`src/hw/rtl/afp_pkg.sv`:
```
// Package for the alarm frame parser.
// Holds frame layout constants, status codes and register indexes.
// No dependencies.
`default_nettype none

package afp_pkg;

	localparam int unsigned FRAME_LEN = 7;
	localparam int unsigned CNT_W     = 3;

	localparam logic [7:0] BOOT_MARK       = 8'h99;
	localparam logic [7:0] HDR_RESET       = 8'hff;
	localparam logic [15:0] CMD_CFG_RESET  = 16'h0001;
	localparam logic [15:0] CMD_ALARM_RESET = 16'h0002;

	localparam logic [CNT_W-1:0] POS_HDR    = 3'd0;
	localparam logic [CNT_W-1:0] POS_ADDR   = 3'd1;
	localparam logic [CNT_W-1:0] POS_CMD_HI = 3'd2;
	localparam logic [CNT_W-1:0] POS_CMD_LO = 3'd3;
	localparam logic [CNT_W-1:0] POS_DATA1  = 3'd4;
	localparam logic [CNT_W-1:0] POS_DATA2  = 3'd5;
	localparam logic [CNT_W-1:0] POS_CHECK  = 3'd6;
	localparam logic [CNT_W-1:0] POS_FULL   = 3'd7;

	typedef enum logic [1:0] {
		ST_OK        = 2'd0,
		ST_SHORT     = 2'd1,
		ST_BAD_HDR   = 2'd2,
		ST_BAD_CHECK = 2'd3
	} status_t;

	typedef enum logic [1:0] {
		REG_FRAME_HEADER = 2'd0,
		REG_CMD_CONFIG   = 2'd1,
		REG_CMD_ALARM    = 2'd2,
		REG_NONE         = 2'd3
	} reg_idx_t;

endpackage

`default_nettype wire

```
`src/hw/rtl/alarm_frame_parser.sv`:
```
// Alarm frame parser: top level.
// Parses 7-byte alarm controller frames from a UART byte stream.
// Depends on afp_pkg.
//
// Usage:
// - Input channel (in_valid/in_ready): one byte per item, rx_byte plus
//   frame_end, which marks the last byte of a frame. Bytes past the seventh
//   are ignored.
// - Output channel (out_valid/out_ready): one result item per frame end with
//   status, boot request, current levels and enables, pin drive and store
//   request with the two config bytes.
// - Config port (cfg_we/cfg_index/cfg_wdata): write the header byte and the
//   two command codes; index 3 is ignored. Write only while idle.
// - Throughput: one byte per cycle, except while a frame-end byte waits in the
//   input register for a stalled result. A frame-end byte passes through the
//   input register, then the result register.
// - A stalled receiver holds the result; the input register still takes one
//   more byte, and bytes without a frame end keep flowing until a second
//   result would be needed.
// - Reset clears the frame capture state, levels and enables, and loads the
//   register defaults (header 0xFF, config command 1, alarm command 2).
`default_nettype none

module alarm_frame_parser
	import afp_pkg::*;
(
	input  wire logic        clk,
	input  wire logic        arst_n,
	input  wire logic        cfg_we,
	input  wire logic [1:0]  cfg_index,
	input  wire logic [15:0] cfg_wdata,
	input  wire logic        in_valid,
	output logic             in_ready,
	input  wire logic [7:0]  rx_byte,
	input  wire logic        frame_end,
	output logic             out_valid,
	input  wire logic        out_ready,
	output logic [1:0]       status,
	output logic             boot_request,
	output logic             level_a,
	output logic             level_b,
	output logic             enable_a,
	output logic             enable_b,
	output logic             drive_pins,
	output logic             store_write,
	output logic [7:0]       store_first,
	output logic [7:0]       store_second
);

	logic [7:0]  frame_header_q;
	logic [15:0] cmd_cfg_q;
	logic [15:0] cmd_alarm_q;

	logic             valid_s1;
	logic [7:0]       byte_s1;
	logic             end_s1;
	logic             adv_s1;

	logic [CNT_W-1:0] cnt_q;
	logic [7:0]       sum_q;
	logic [7:0]       hdr_q;
	logic [15:0]      cmd_q;
	logic [7:0]       d1_q;
	logic [7:0]       d2_q;
	logic [7:0]       chk_q;
	logic [1:0]       levels_q;
	logic [1:0]       enables_q;

	logic [CNT_W-1:0] cnt_n;
	logic [7:0]       sum_n;
	logic [7:0]       hdr_n;
	logic [15:0]      cmd_n;
	logic [7:0]       d1_n;
	logic [7:0]       d2_n;
	logic [7:0]       chk_n;
	logic [1:0]       levels_n;
	logic [1:0]       enables_n;
	status_t          status_n;
	logic             drive_n;
	logic             store_n;

	logic             out_valid_q;
	status_t          status_q;
	logic             boot_q;
	logic             drive_q;
	logic             store_q;
	logic [7:0]       first_q;
	logic [7:0]       second_q;

	// register file
	always_ff @(posedge clk or negedge arst_n) begin
		if (!arst_n) begin
			frame_header_q <= HDR_RESET;
			cmd_cfg_q      <= CMD_CFG_RESET;
			cmd_alarm_q    <= CMD_ALARM_RESET;
		end else if (cfg_we) begin
			unique case (reg_idx_t'(cfg_index))
				REG_FRAME_HEADER: frame_header_q <= cfg_wdata[7:0];
				REG_CMD_CONFIG:   cmd_cfg_q      <= cfg_wdata;
				REG_CMD_ALARM:    cmd_alarm_q    <= cfg_wdata;
				default: ;
			endcase
		end
	end

	// stage 1 moves on unless it holds a frame end and the result slot is blocked
	assign adv_s1   = !valid_s1 || !end_s1 || !out_valid_q || out_ready;
	assign in_ready = !valid_s1 || adv_s1;

	always_ff @(posedge clk or negedge arst_n) begin
		if (!arst_n) begin
			valid_s1 <= 1'b0;
		end else if (in_ready) begin
			valid_s1 <= in_valid;
		end
	end

	always_ff @(posedge clk) begin
		if (in_ready && in_valid) begin
			byte_s1 <= rx_byte;
			end_s1  <= frame_end;
		end
	end

	// capture the byte and evaluate the frame
	always_comb begin
		cnt_n     = cnt_q;
		sum_n     = sum_q;
		hdr_n     = hdr_q;
		cmd_n     = cmd_q;
		d1_n      = d1_q;
		d2_n      = d2_q;
		chk_n     = chk_q;
		levels_n  = levels_q;
		enables_n = enables_q;
		status_n  = ST_OK;
		drive_n   = 1'b0;
		store_n   = 1'b0;

		if (cnt_q != POS_FULL) begin
			unique case (cnt_q)
				POS_HDR:    hdr_n        = byte_s1;
				POS_CMD_HI: cmd_n[15:8]  = byte_s1;
				POS_CMD_LO: cmd_n[7:0]   = byte_s1;
				POS_DATA1:  d1_n         = byte_s1;
				POS_DATA2:  d2_n         = byte_s1;
				POS_CHECK:  chk_n        = byte_s1;
				default: ;
			endcase
			if (cnt_q >= POS_ADDR && cnt_q <= POS_DATA2) begin
				sum_n = sum_q + byte_s1;
			end
			cnt_n = cnt_q + 1'b1;
		end

		priority if (cnt_n != CNT_W'(FRAME_LEN)) begin
			status_n = ST_SHORT;
		end else if (hdr_n != frame_header_q) begin
			status_n = ST_BAD_HDR;
		end else if (chk_n != sum_n) begin
			status_n = ST_BAD_CHECK;
		end else if (cmd_n == cmd_cfg_q) begin
			levels_n  = {d1_n[0], d1_n[4]};
			enables_n = {d2_n[0], d2_n[4]};
			store_n   = 1'b1;
		end else if (cmd_n == cmd_alarm_q) begin
			levels_n = {d2_n != 8'd0, d1_n != 8'd0};
			drive_n  = 1'b1;
		end else begin
			status_n = ST_OK;
		end
	end

	// frame state; restart after every frame end
	always_ff @(posedge clk or negedge arst_n) begin
		if (!arst_n) begin
			cnt_q     <= '0;
			sum_q     <= '0;
			hdr_q     <= '0;
			cmd_q     <= '0;
			d1_q      <= '0;
			d2_q      <= '0;
			chk_q     <= '0;
			levels_q  <= '0;
			enables_q <= '0;
		end else if (valid_s1 && adv_s1) begin
			if (end_s1) begin
				cnt_q     <= '0;
				sum_q     <= '0;
				hdr_q     <= '0;
				cmd_q     <= '0;
				d1_q      <= '0;
				d2_q      <= '0;
				chk_q     <= '0;
				levels_q  <= levels_n;
				enables_q <= enables_n;
			end else begin
				cnt_q <= cnt_n;
				sum_q <= sum_n;
				hdr_q <= hdr_n;
				cmd_q <= cmd_n;
				d1_q  <= d1_n;
				d2_q  <= d2_n;
				chk_q <= chk_n;
			end
		end
	end

	// result register
	always_ff @(posedge clk or negedge arst_n) begin
		if (!arst_n) begin
			out_valid_q <= 1'b0;
		end else if (valid_s1 && end_s1 && adv_s1) begin
			out_valid_q <= 1'b1;
		end else if (out_ready) begin
			out_valid_q <= 1'b0;
		end
	end

	always_ff @(posedge clk) begin
		if (valid_s1 && end_s1 && adv_s1) begin
			status_q  <= status_n;
			boot_q    <= (hdr_n == BOOT_MARK);
			drive_q   <= drive_n;
			store_q   <= store_n;
			first_q   <= store_n ? d1_n : 8'd0;
			second_q  <= store_n ? d2_n : 8'd0;
		end
	end

	assign out_valid    = out_valid_q;
	assign status       = status_q;
	assign boot_request = boot_q;
	assign level_a      = levels_q[0];
	assign level_b      = levels_q[1];
	assign enable_a     = enables_q[0];
	assign enable_b     = enables_q[1];
	assign drive_pins   = drive_q;
	assign store_write  = store_q;
	assign store_first  = first_q;
	assign store_second = second_q;

`ifndef SYNTHESIS
	a_drive_store_excl: assert property (@(posedge clk) disable iff (!arst_n)
		out_valid_q |-> !(drive_q && store_q))
		else $error("drive and store both requested");

	a_fail_no_action: assert property (@(posedge clk) disable iff (!arst_n)
		(out_valid_q && status_q != ST_OK) |-> (!drive_q && !store_q))
		else $error("action on a failed frame");

	a_store_bytes_zero: assert property (@(posedge clk) disable iff (!arst_n)
		(out_valid_q && !store_q) |-> (first_q == 8'd0 && second_q == 8'd0))
		else $error("store bytes set without store request");

	a_block_on_stall: assert property (@(posedge clk) disable iff (!arst_n)
		(valid_s1 && end_s1 && out_valid_q && !out_ready) |-> !in_ready)
		else $error("input taken while a second result has no slot");

	a_levels_hold: assert property (@(posedge clk) disable iff (!arst_n)
		!(valid_s1 && end_s1 && adv_s1) |=> $stable(levels_q) && $stable(enables_q))
		else $error("levels changed outside a frame end");
`endif

endmodule

`default_nettype wire
```
`config.mk`:
```
export PLATFORM = sky130hd
export DESIGN_NAME = alarm_frame_parser
export DESIGN_NICKNAME = d
export VERILOG_FILES = /design/src/hw/rtl/afp_pkg.sv /design/src/hw/rtl/alarm_frame_parser.sv
export SDC_FILE = /design/constraint.sdc
export NUM_CORES = 1
export LEC_CHECK = 0
export BUFFER_PORTS_ARGS = -buffer_cell sky130_fd_sc_hd__buf_2
export CAP_MARGIN = 20
export CORE_MARGIN = 5
export CORE_UTILIZATION = 55
export CTS_BUF_LIST = sky130_fd_sc_hd__clkbuf_4 sky130_fd_sc_hd__clkbuf_8 sky130_fd_sc_hd__clkbuf_16
export CTS_CLUSTER_SIZE = 20
export DETAILED_ROUTE_END_ITERATION = 16
export HOLD_SLACK_MARGIN = 0.12
export PLACE_DENSITY = 0.74
export SLEW_MARGIN = 20
export SYNTH_ARGS = -nofsm -noshare
export SYNTH_HDL_FRONTEND = slang
export SYNTH_SLANG_ARGS = --single-unit
```
`constraint.sdc`:
```
create_clock -name clk -period 4.65 [get_ports clk]
set_clock_uncertainty 0.15 [all_clocks]
set_input_delay 1.1625 -clock clk [delete_from_list [all_inputs] [get_ports clk]]
set_output_delay 1.1625 -clock clk [all_outputs]
set_load 0.005 [all_outputs]
```
=== Yosys cells after proc, flatten, opt, wreduce, memory -nomap -nowiden ===
Cells that the tools add are included.

* Register bits: 135
* Latch bits: 0
* RAM bits: 0
* Memory bits (read-only): 0
* Input port bits: 32
* Output and inout port bits: 27
* Word-level logic and storage cells: 99
* Memories kept: 0

* Add/subtract/negate cells: 2
* $mul: 0
* Divide/modulo/power cells: 0
* Magnitude comparators: 2
* Equality and inequality tests: 14
* Shifts and indexed selects: 0
* Muxes and demuxes: 32
* Bitwise gates (word level): 3
* Reduce and logical (&&, ||, !) cells: 24

{| class="wikitable"
|+ Operator list
! kind !! count
|-
| two-way mux 8 bit || 17
|-
| equality test 16 bit || 2
|-
| two-way mux 16 bit || 2
|-
| != test 8 bit || 2
|-
| nonzero test 8 bit || 2
|-
| AND reduction 6 bit || 2
|-
| equality test 3 bit, second input constant || 3
|-
| adder 8 bit || 1
|-
| equality test 8 bit, second input constant || 1
|-
| two-way mux 2 bit || 4
|-
| two-way mux 1 bit || 7
|-
| equality test 3 x 2 -> 1 bit, second input constant || 2
|-
| two-way mux 3 bit || 2
|-
| != test 3 bit, second input constant || 2
|-
| AND reduction 2 bit || 3
|-
| logical AND 1 bit || 5
|-
| logical OR 1 bit || 4
|-
| nonzero test 2 bit || 2
|-
| OR reduction 4 bit || 1
|-
| adder 3 x 1 -> 3 bit, second input constant || 1
|-
| greater-or-equal comparator 3 x 1 -> 1 bit, second input constant || 1
|-
| <= comparator 3 bit, second input constant || 1
|-
| logical NOT 1 bit || 3
|-
| logical NOT 3 bit || 1
|-
| 4 further kinds || 6
|}

=== Logic depth before layout (Yosys ltp) ===
* Word-level depth: 8
* Mapped depth: 14
* Depth with buffers taken out: 11

=== Least setup slack after synthesis ===
Ideal clock, no wire load.

* Path type: flip-flop to flip-flop
* From: reg cnt_q[0]
* To: reg second_q[2] (netlist: store_second[2]) (data pin)
* Library setup time: 140 ps
* Arrival: 3055 ps
* Data required time: 4360 ps
* Path slack: 1305 ps
* Cell stages (with the launch flop): 14
* Path buffers: 4
* Clock period less this slack: 3345 ps
* Path through: dfrtp_1 > ha_1 > buf_2 > nor2b_1 > buf_2 > nor3_1 > nor3_1 > or4_1 > or4b_1 > buf_2 > nor3_4 > nand3_4 > buf_6 > a21oi_2

* Longest elaborated chain between the ends: 8
* Elaborated cells on any way between the ends: 30
* Those cells by class: add/sub: 1; order compare: 2; eq/ne: 9; mux: 16; reduce/logical: 2

{| class="wikitable"
|+ Ends and longest elaborated chain
! item !! RTL line !! source
|-
| from (decl) || alarm_frame_parser.sv:59 || <nowiki>logic [CNT_W-1:0] cnt_q;</nowiki>
|-
| from (signal assigned) || alarm_frame_parser.sv:198 || <nowiki>cnt_q <= cnt_n;</nowiki>
|-
| greater-or-equal comparator 3 x 1 -> 1 bit, or another cell as far along || alarm_frame_parser.sv:150 || <nowiki>if (cnt_q >= POS_ADDR && cnt_q <= POS_DATA2) begin</nowiki>
|-
| logical AND 1 bit / two-way mux 8 bit (equally long branches) || alarm_frame_parser.sv:150, alarm_frame_parser.sv:141 ||
|-
| two-way mux 8 bit / two-way mux 16 bit (equally long branches) || alarm_frame_parser.sv:150, alarm_frame_parser.sv:140 ||
|-
| two-way mux 8 bit / equality test 16 bit (equally long branches) || alarm_frame_parser.sv:140, alarm_frame_parser.sv:162 ||
|-
| != test 8 bit / two-way mux 1 bit (equally long branches) || alarm_frame_parser.sv:160, alarm_frame_parser.sv:162 ||
|-
| two-way mux 1 bit || alarm_frame_parser.sv:160 || <nowiki>end else if (chk_n != sum_n) begin</nowiki>
|-
| two-way mux 1 bit || alarm_frame_parser.sv:158 || <nowiki>end else if (hdr_n != frame_header_q) begin</nowiki>
|-
| two-way mux 1 bit || alarm_frame_parser.sv:156 || <nowiki>priority if (cnt_n != CNT_W'(FRAME_LEN)) begin</nowiki>
|-
| to (signal assigned) || alarm_frame_parser.sv:227 || <nowiki>second_q <= store_n ? d2_n : 8'd0;</nowiki>
|-
| to (decl) || alarm_frame_parser.sv:88 || <nowiki>logic [7:0] second_q;</nowiki>
|}

Several ways; a longest one is shown, not always the timed one.
A chain may end at the register's enable or synchronous reset.

=== Worst setup path after layout ===
* From: reg cnt_q[0]
* To: reg enables_q[1]

* Longest elaborated chain between the ends: 7
* Elaborated cells on any way between the ends: 30
* Those cells by class: add/sub: 1; order compare: 2; eq/ne: 9; mux: 12; bitwise: 3; reduce/logical: 3

{| class="wikitable"
|+ Ends and longest elaborated chain
! item !! RTL line !! source
|-
| greater-or-equal comparator 3 x 1 -> 1 bit / <= comparator 3 bit (equally long branches) || alarm_frame_parser.sv:150 ||
|-
| logical AND 1 bit || alarm_frame_parser.sv:150 ||
|-
| two-way mux 8 bit || alarm_frame_parser.sv:150 ||
|-
| two-way mux 8 bit || alarm_frame_parser.sv:140 || <nowiki>if (cnt_q != POS_FULL) begin</nowiki>
|-
| != test 8 bit || alarm_frame_parser.sv:160 ||
|-
| inverter 1 bit (no source line) || n/a ||
|-
| AND reduction 6 bit (no source line) || n/a ||
|-
| to (signal assigned) || alarm_frame_parser.sv:196 || <nowiki>enables_q <= enables_n;</nowiki>
|-
| to (decl) || alarm_frame_parser.sv:67 || <nowiki>logic [1:0] enables_q;</nowiki>
|}

Several ways; a longest one is shown, not always the timed one.

==> impl_metrics.toml <==
[run_status]
run_status = "finished clean"

[cts]
cts_setup_buffers = 0
number_of_buffers_added_by_the_clock_tree_synthesis_step = 17
clock_sinks = 135
cts_hold_repair.buffers = 0
cts-root-to-sink-buffers = 2
number_of_levels_in_the_clock_h_tree = 4
clkLatencyLatePin_ps = 440
clk_pin_slew_ps = 60
clock-root-buffer = "clkbuf_16"
tritoncts = "yes"
cts-resized-gates = 0

[finish]
fillCellCount = 1113
layout-drive-gt1-share = 0.212
multiInputGateArea_um2 = 3600
synthToLayoutAreaGrowth_pct = 13.4
seq_area_um2 = 3540
finish.net_count = 837

[yosys]
synth_enable_flop_cells = 30
post_synth_instance_area_um2 = 7400
synth_cell_types = 70
ys_seq_elements = 135
post_synth.cell_area_avg_um2 = 10.1
postSynth.asyncResetShare = 0.778
seq_area_frac_synth = 0.479
synth-warning-count = 0
synth_top_flop_cell = "dfrtp_1"
synth_cells = 736
syn_nets = 780

[worst_setup_path]
critical_path.startpoint_type = "flop"
setup.worst_path.end_class = "flop"
crit_fanout = 8
worstSetupStartpoint = "cnt_q[0]"
worstReg2RegStart = "cnt_q[0]"
worstSetupPathType = "flop to flop"
worst_ep_required_time_ps = 4850
timing.critical_path.arrival_ps = 4160

[timing]
max_slew.worst_pin.slew_ps = 930
setup_tns_after_final_layout_ps = 0
min_period_ps = 3970
post-route-period-util = 0.853
maxClockFrequency_mhz = 252
setup_viol = 0
rsz_0062_raised_after_global_routing = "no"
report.final.hold_viol_count = 0
max_transition_margin = 0.380
timing.final.max_slew_violations = 0

[drt]
drt_first_iter_violations = 702
detail_route.first_pass.iterations = 6
drt_drc_violations_left = 0
wirelength_um = 20700
drt.antenna.violating_nets = 0
vias = 6071
wl_per_instance_um = 21.0
vias_per_cell = 6.18

[power]
power_density_nw_per_um2 = 478
totalPowerFinal_mw = 4.01
power.leakage_nw = 3.53
ir_drop_mv = 0.303

[place]
placement.io_buffers = 58
gp_congestion = 0.988
hpwlAfterDp_um = 14500

[job]
max_cap_viol_count = 0

[grt]
grt_max_degree = 79
first_global_vias = 6010
overflow = 0
antenna_found_initial = 0
track_usage = 0.267
grt_pass1_wl_um = 32700

[worst_hold_path]
startpoint_of_the_lowest_slack_hold_path = "hdr_q[3]"
holdCritPathClass = "flop to flop"

[floorplan]
fp.dieArea_um2 = 15900
count_of_standard_cell_rows = 42
die_width_um = 126
dieHeight_um = 126
core_region_um2 = 13200
initial_utilization = 0.561
boundaryPins = 59
## worst paths after layout
kind / end / slack [ps] / cells past startpoint
max: enables_q[1] / 680 / 10
min: hdr_q[3] / 340 / 2
max reg2reg: enables_q[1] / 680 / 10
min reg2reg: hdr_q[3] / 340 / 2
max in group asynchronous: cmd_alarm_q[1] / 2940 / 2
min in group asynchronous: cmd_q[9] / 640 / 1
## worst max-delay path: stages, from the launching register on
cell and delay (ps):
dfrtp_1 470, inv_1 140, ha_1 260, nand2b_1 410
mux2i_1 480, xnor2_1 110, nor4_1 720, and4_1 370
nand4_1 130, nor4_2 390, mux2i_1 250
## metrics by stage
step | cells | setup WS (ps) | hold slack, ps | area, um2 | utilization
finish | 983 | 684 | 335 | 8390 | 0.636
global placement | 950 | 890 | 315 | 7860 | 0.596
detailed placement | 950 | 752 | 323 | 7860 | 0.596
CTS | 982 | 719 | 335 | 8380 | 0.635
floorplan | 736 | 1310 | 298 | 7400 | -
global route | 982 | 433 | 360 | 8380 | 0.636
## cells in the final DEF (no fill, tap or decap), drive strengths merged, types with 10 or more instances in the layout
cell / Yosys / layout
nor2b: 19 / 19
nand3: 18 / 18
nor3: 11 / 11
buf: 8 / 69
clkbuf: 23 / 25
inv: 31 / 31
mux2i: 29 / 29
mux2: 43 / 43
nand2: 111 / 111
o21ai: 68 / 68
edfxtp: 30 / 30
dfstp: 10 / 10
nor4: 10 / 10
xnor2: 34 / 34
o22ai: 10 / 10
dfrtp: 95 / 95
a21oi: 34 / 34
nor2: 31 / 31
ha: 11 / 11
## routing by layer
layer / vias to the layer above / share of wire / GRT usage
met5: - / 0 / 0
met4: 0 / 0.041 / 0.143
met3: 63 / 0.093 / 0.0809
met2: 306 / 0.47 / 0.413
met1: 2946 / 0.40 / 0.339
li1: 2756 / - / -
## flip-flops by register name, summed over array words and instances, names as in the netlist, 8 cells and up
register,cells
cmd_q,16
sum_q,8
store_first,8
cmd_cfg_q,16
cmd_alarm_q,16
store_second,8
d1_q,8
chk_q,8
byte_s1,8
hdr_q,8
frame_header_q,8
d2_q,8
## cells by family (layout without fill, tap and decap cells)
kind of cell | count (synthesis) | after routing | share of synthesized area
AOI/OAI and AO/OA | 167 | 167 | 0.143
xor gates and xnor gates | 42 | 42 | 0.0497
adders and majority gates | 12 | 12 | 0.0213
buffers and inverters | 63 | 133 | 0.0348
DFF | 135 | 135 | 0.479
muxes | 72 | 72 | 0.106
other | 0 | 1 | 0
and+or+nand+nor | 245 | 245 | 0.166
## power breakdown
group          leakage, nW  internal [mW]  total [mW]  switching [mW]
logic                 1.64          0.520        1.23           0.713
registers             1.62           1.39        1.58           0.186
clock network        0.274          0.718        1.20           0.478
total                 3.53           2.63        4.01            1.38
## synthesized netlist by cell type (6+ instances only)
master	number	area, um2
dfrtp_1	95	2380
edfxtp_1	30	901
nand3_1	17	85.1
mux2_2	41	462
inv_1	30	113
o21ai_1	6	30.0
xnor2_1	34	298
clkbuf_1	23	86.3
xor2_1	8	70.1
nand2b_1	7	43.8
mux2i_1	28	280
a21oi_1	29	145
nand2_1	111	417
nor3_1	10	50.1
and2_1	6	37.5
o31ai_1	6	45.0
o21a_1	8	60.1
nor2b_1	19	119
o21ai_0	62	310
nand4_1	8	50.1
ha_1	11	138
nor4_1	9	56.3
o22ai_1	10	62.6
dfstp_2	10	263
nor2_1	27	101
## cell type report
cell class	count	share of cell area
diodes	1	0.000298
flip-flops and latches	135	0.422
well taps	176	0.0263
inverters	32	0.0143
clock inverters	7	0.00418
repair buffers	69	0.0452
clock buffers	25	0.0579
multi-input cells	538	0.430
Power figures use the tool's default switching activity.
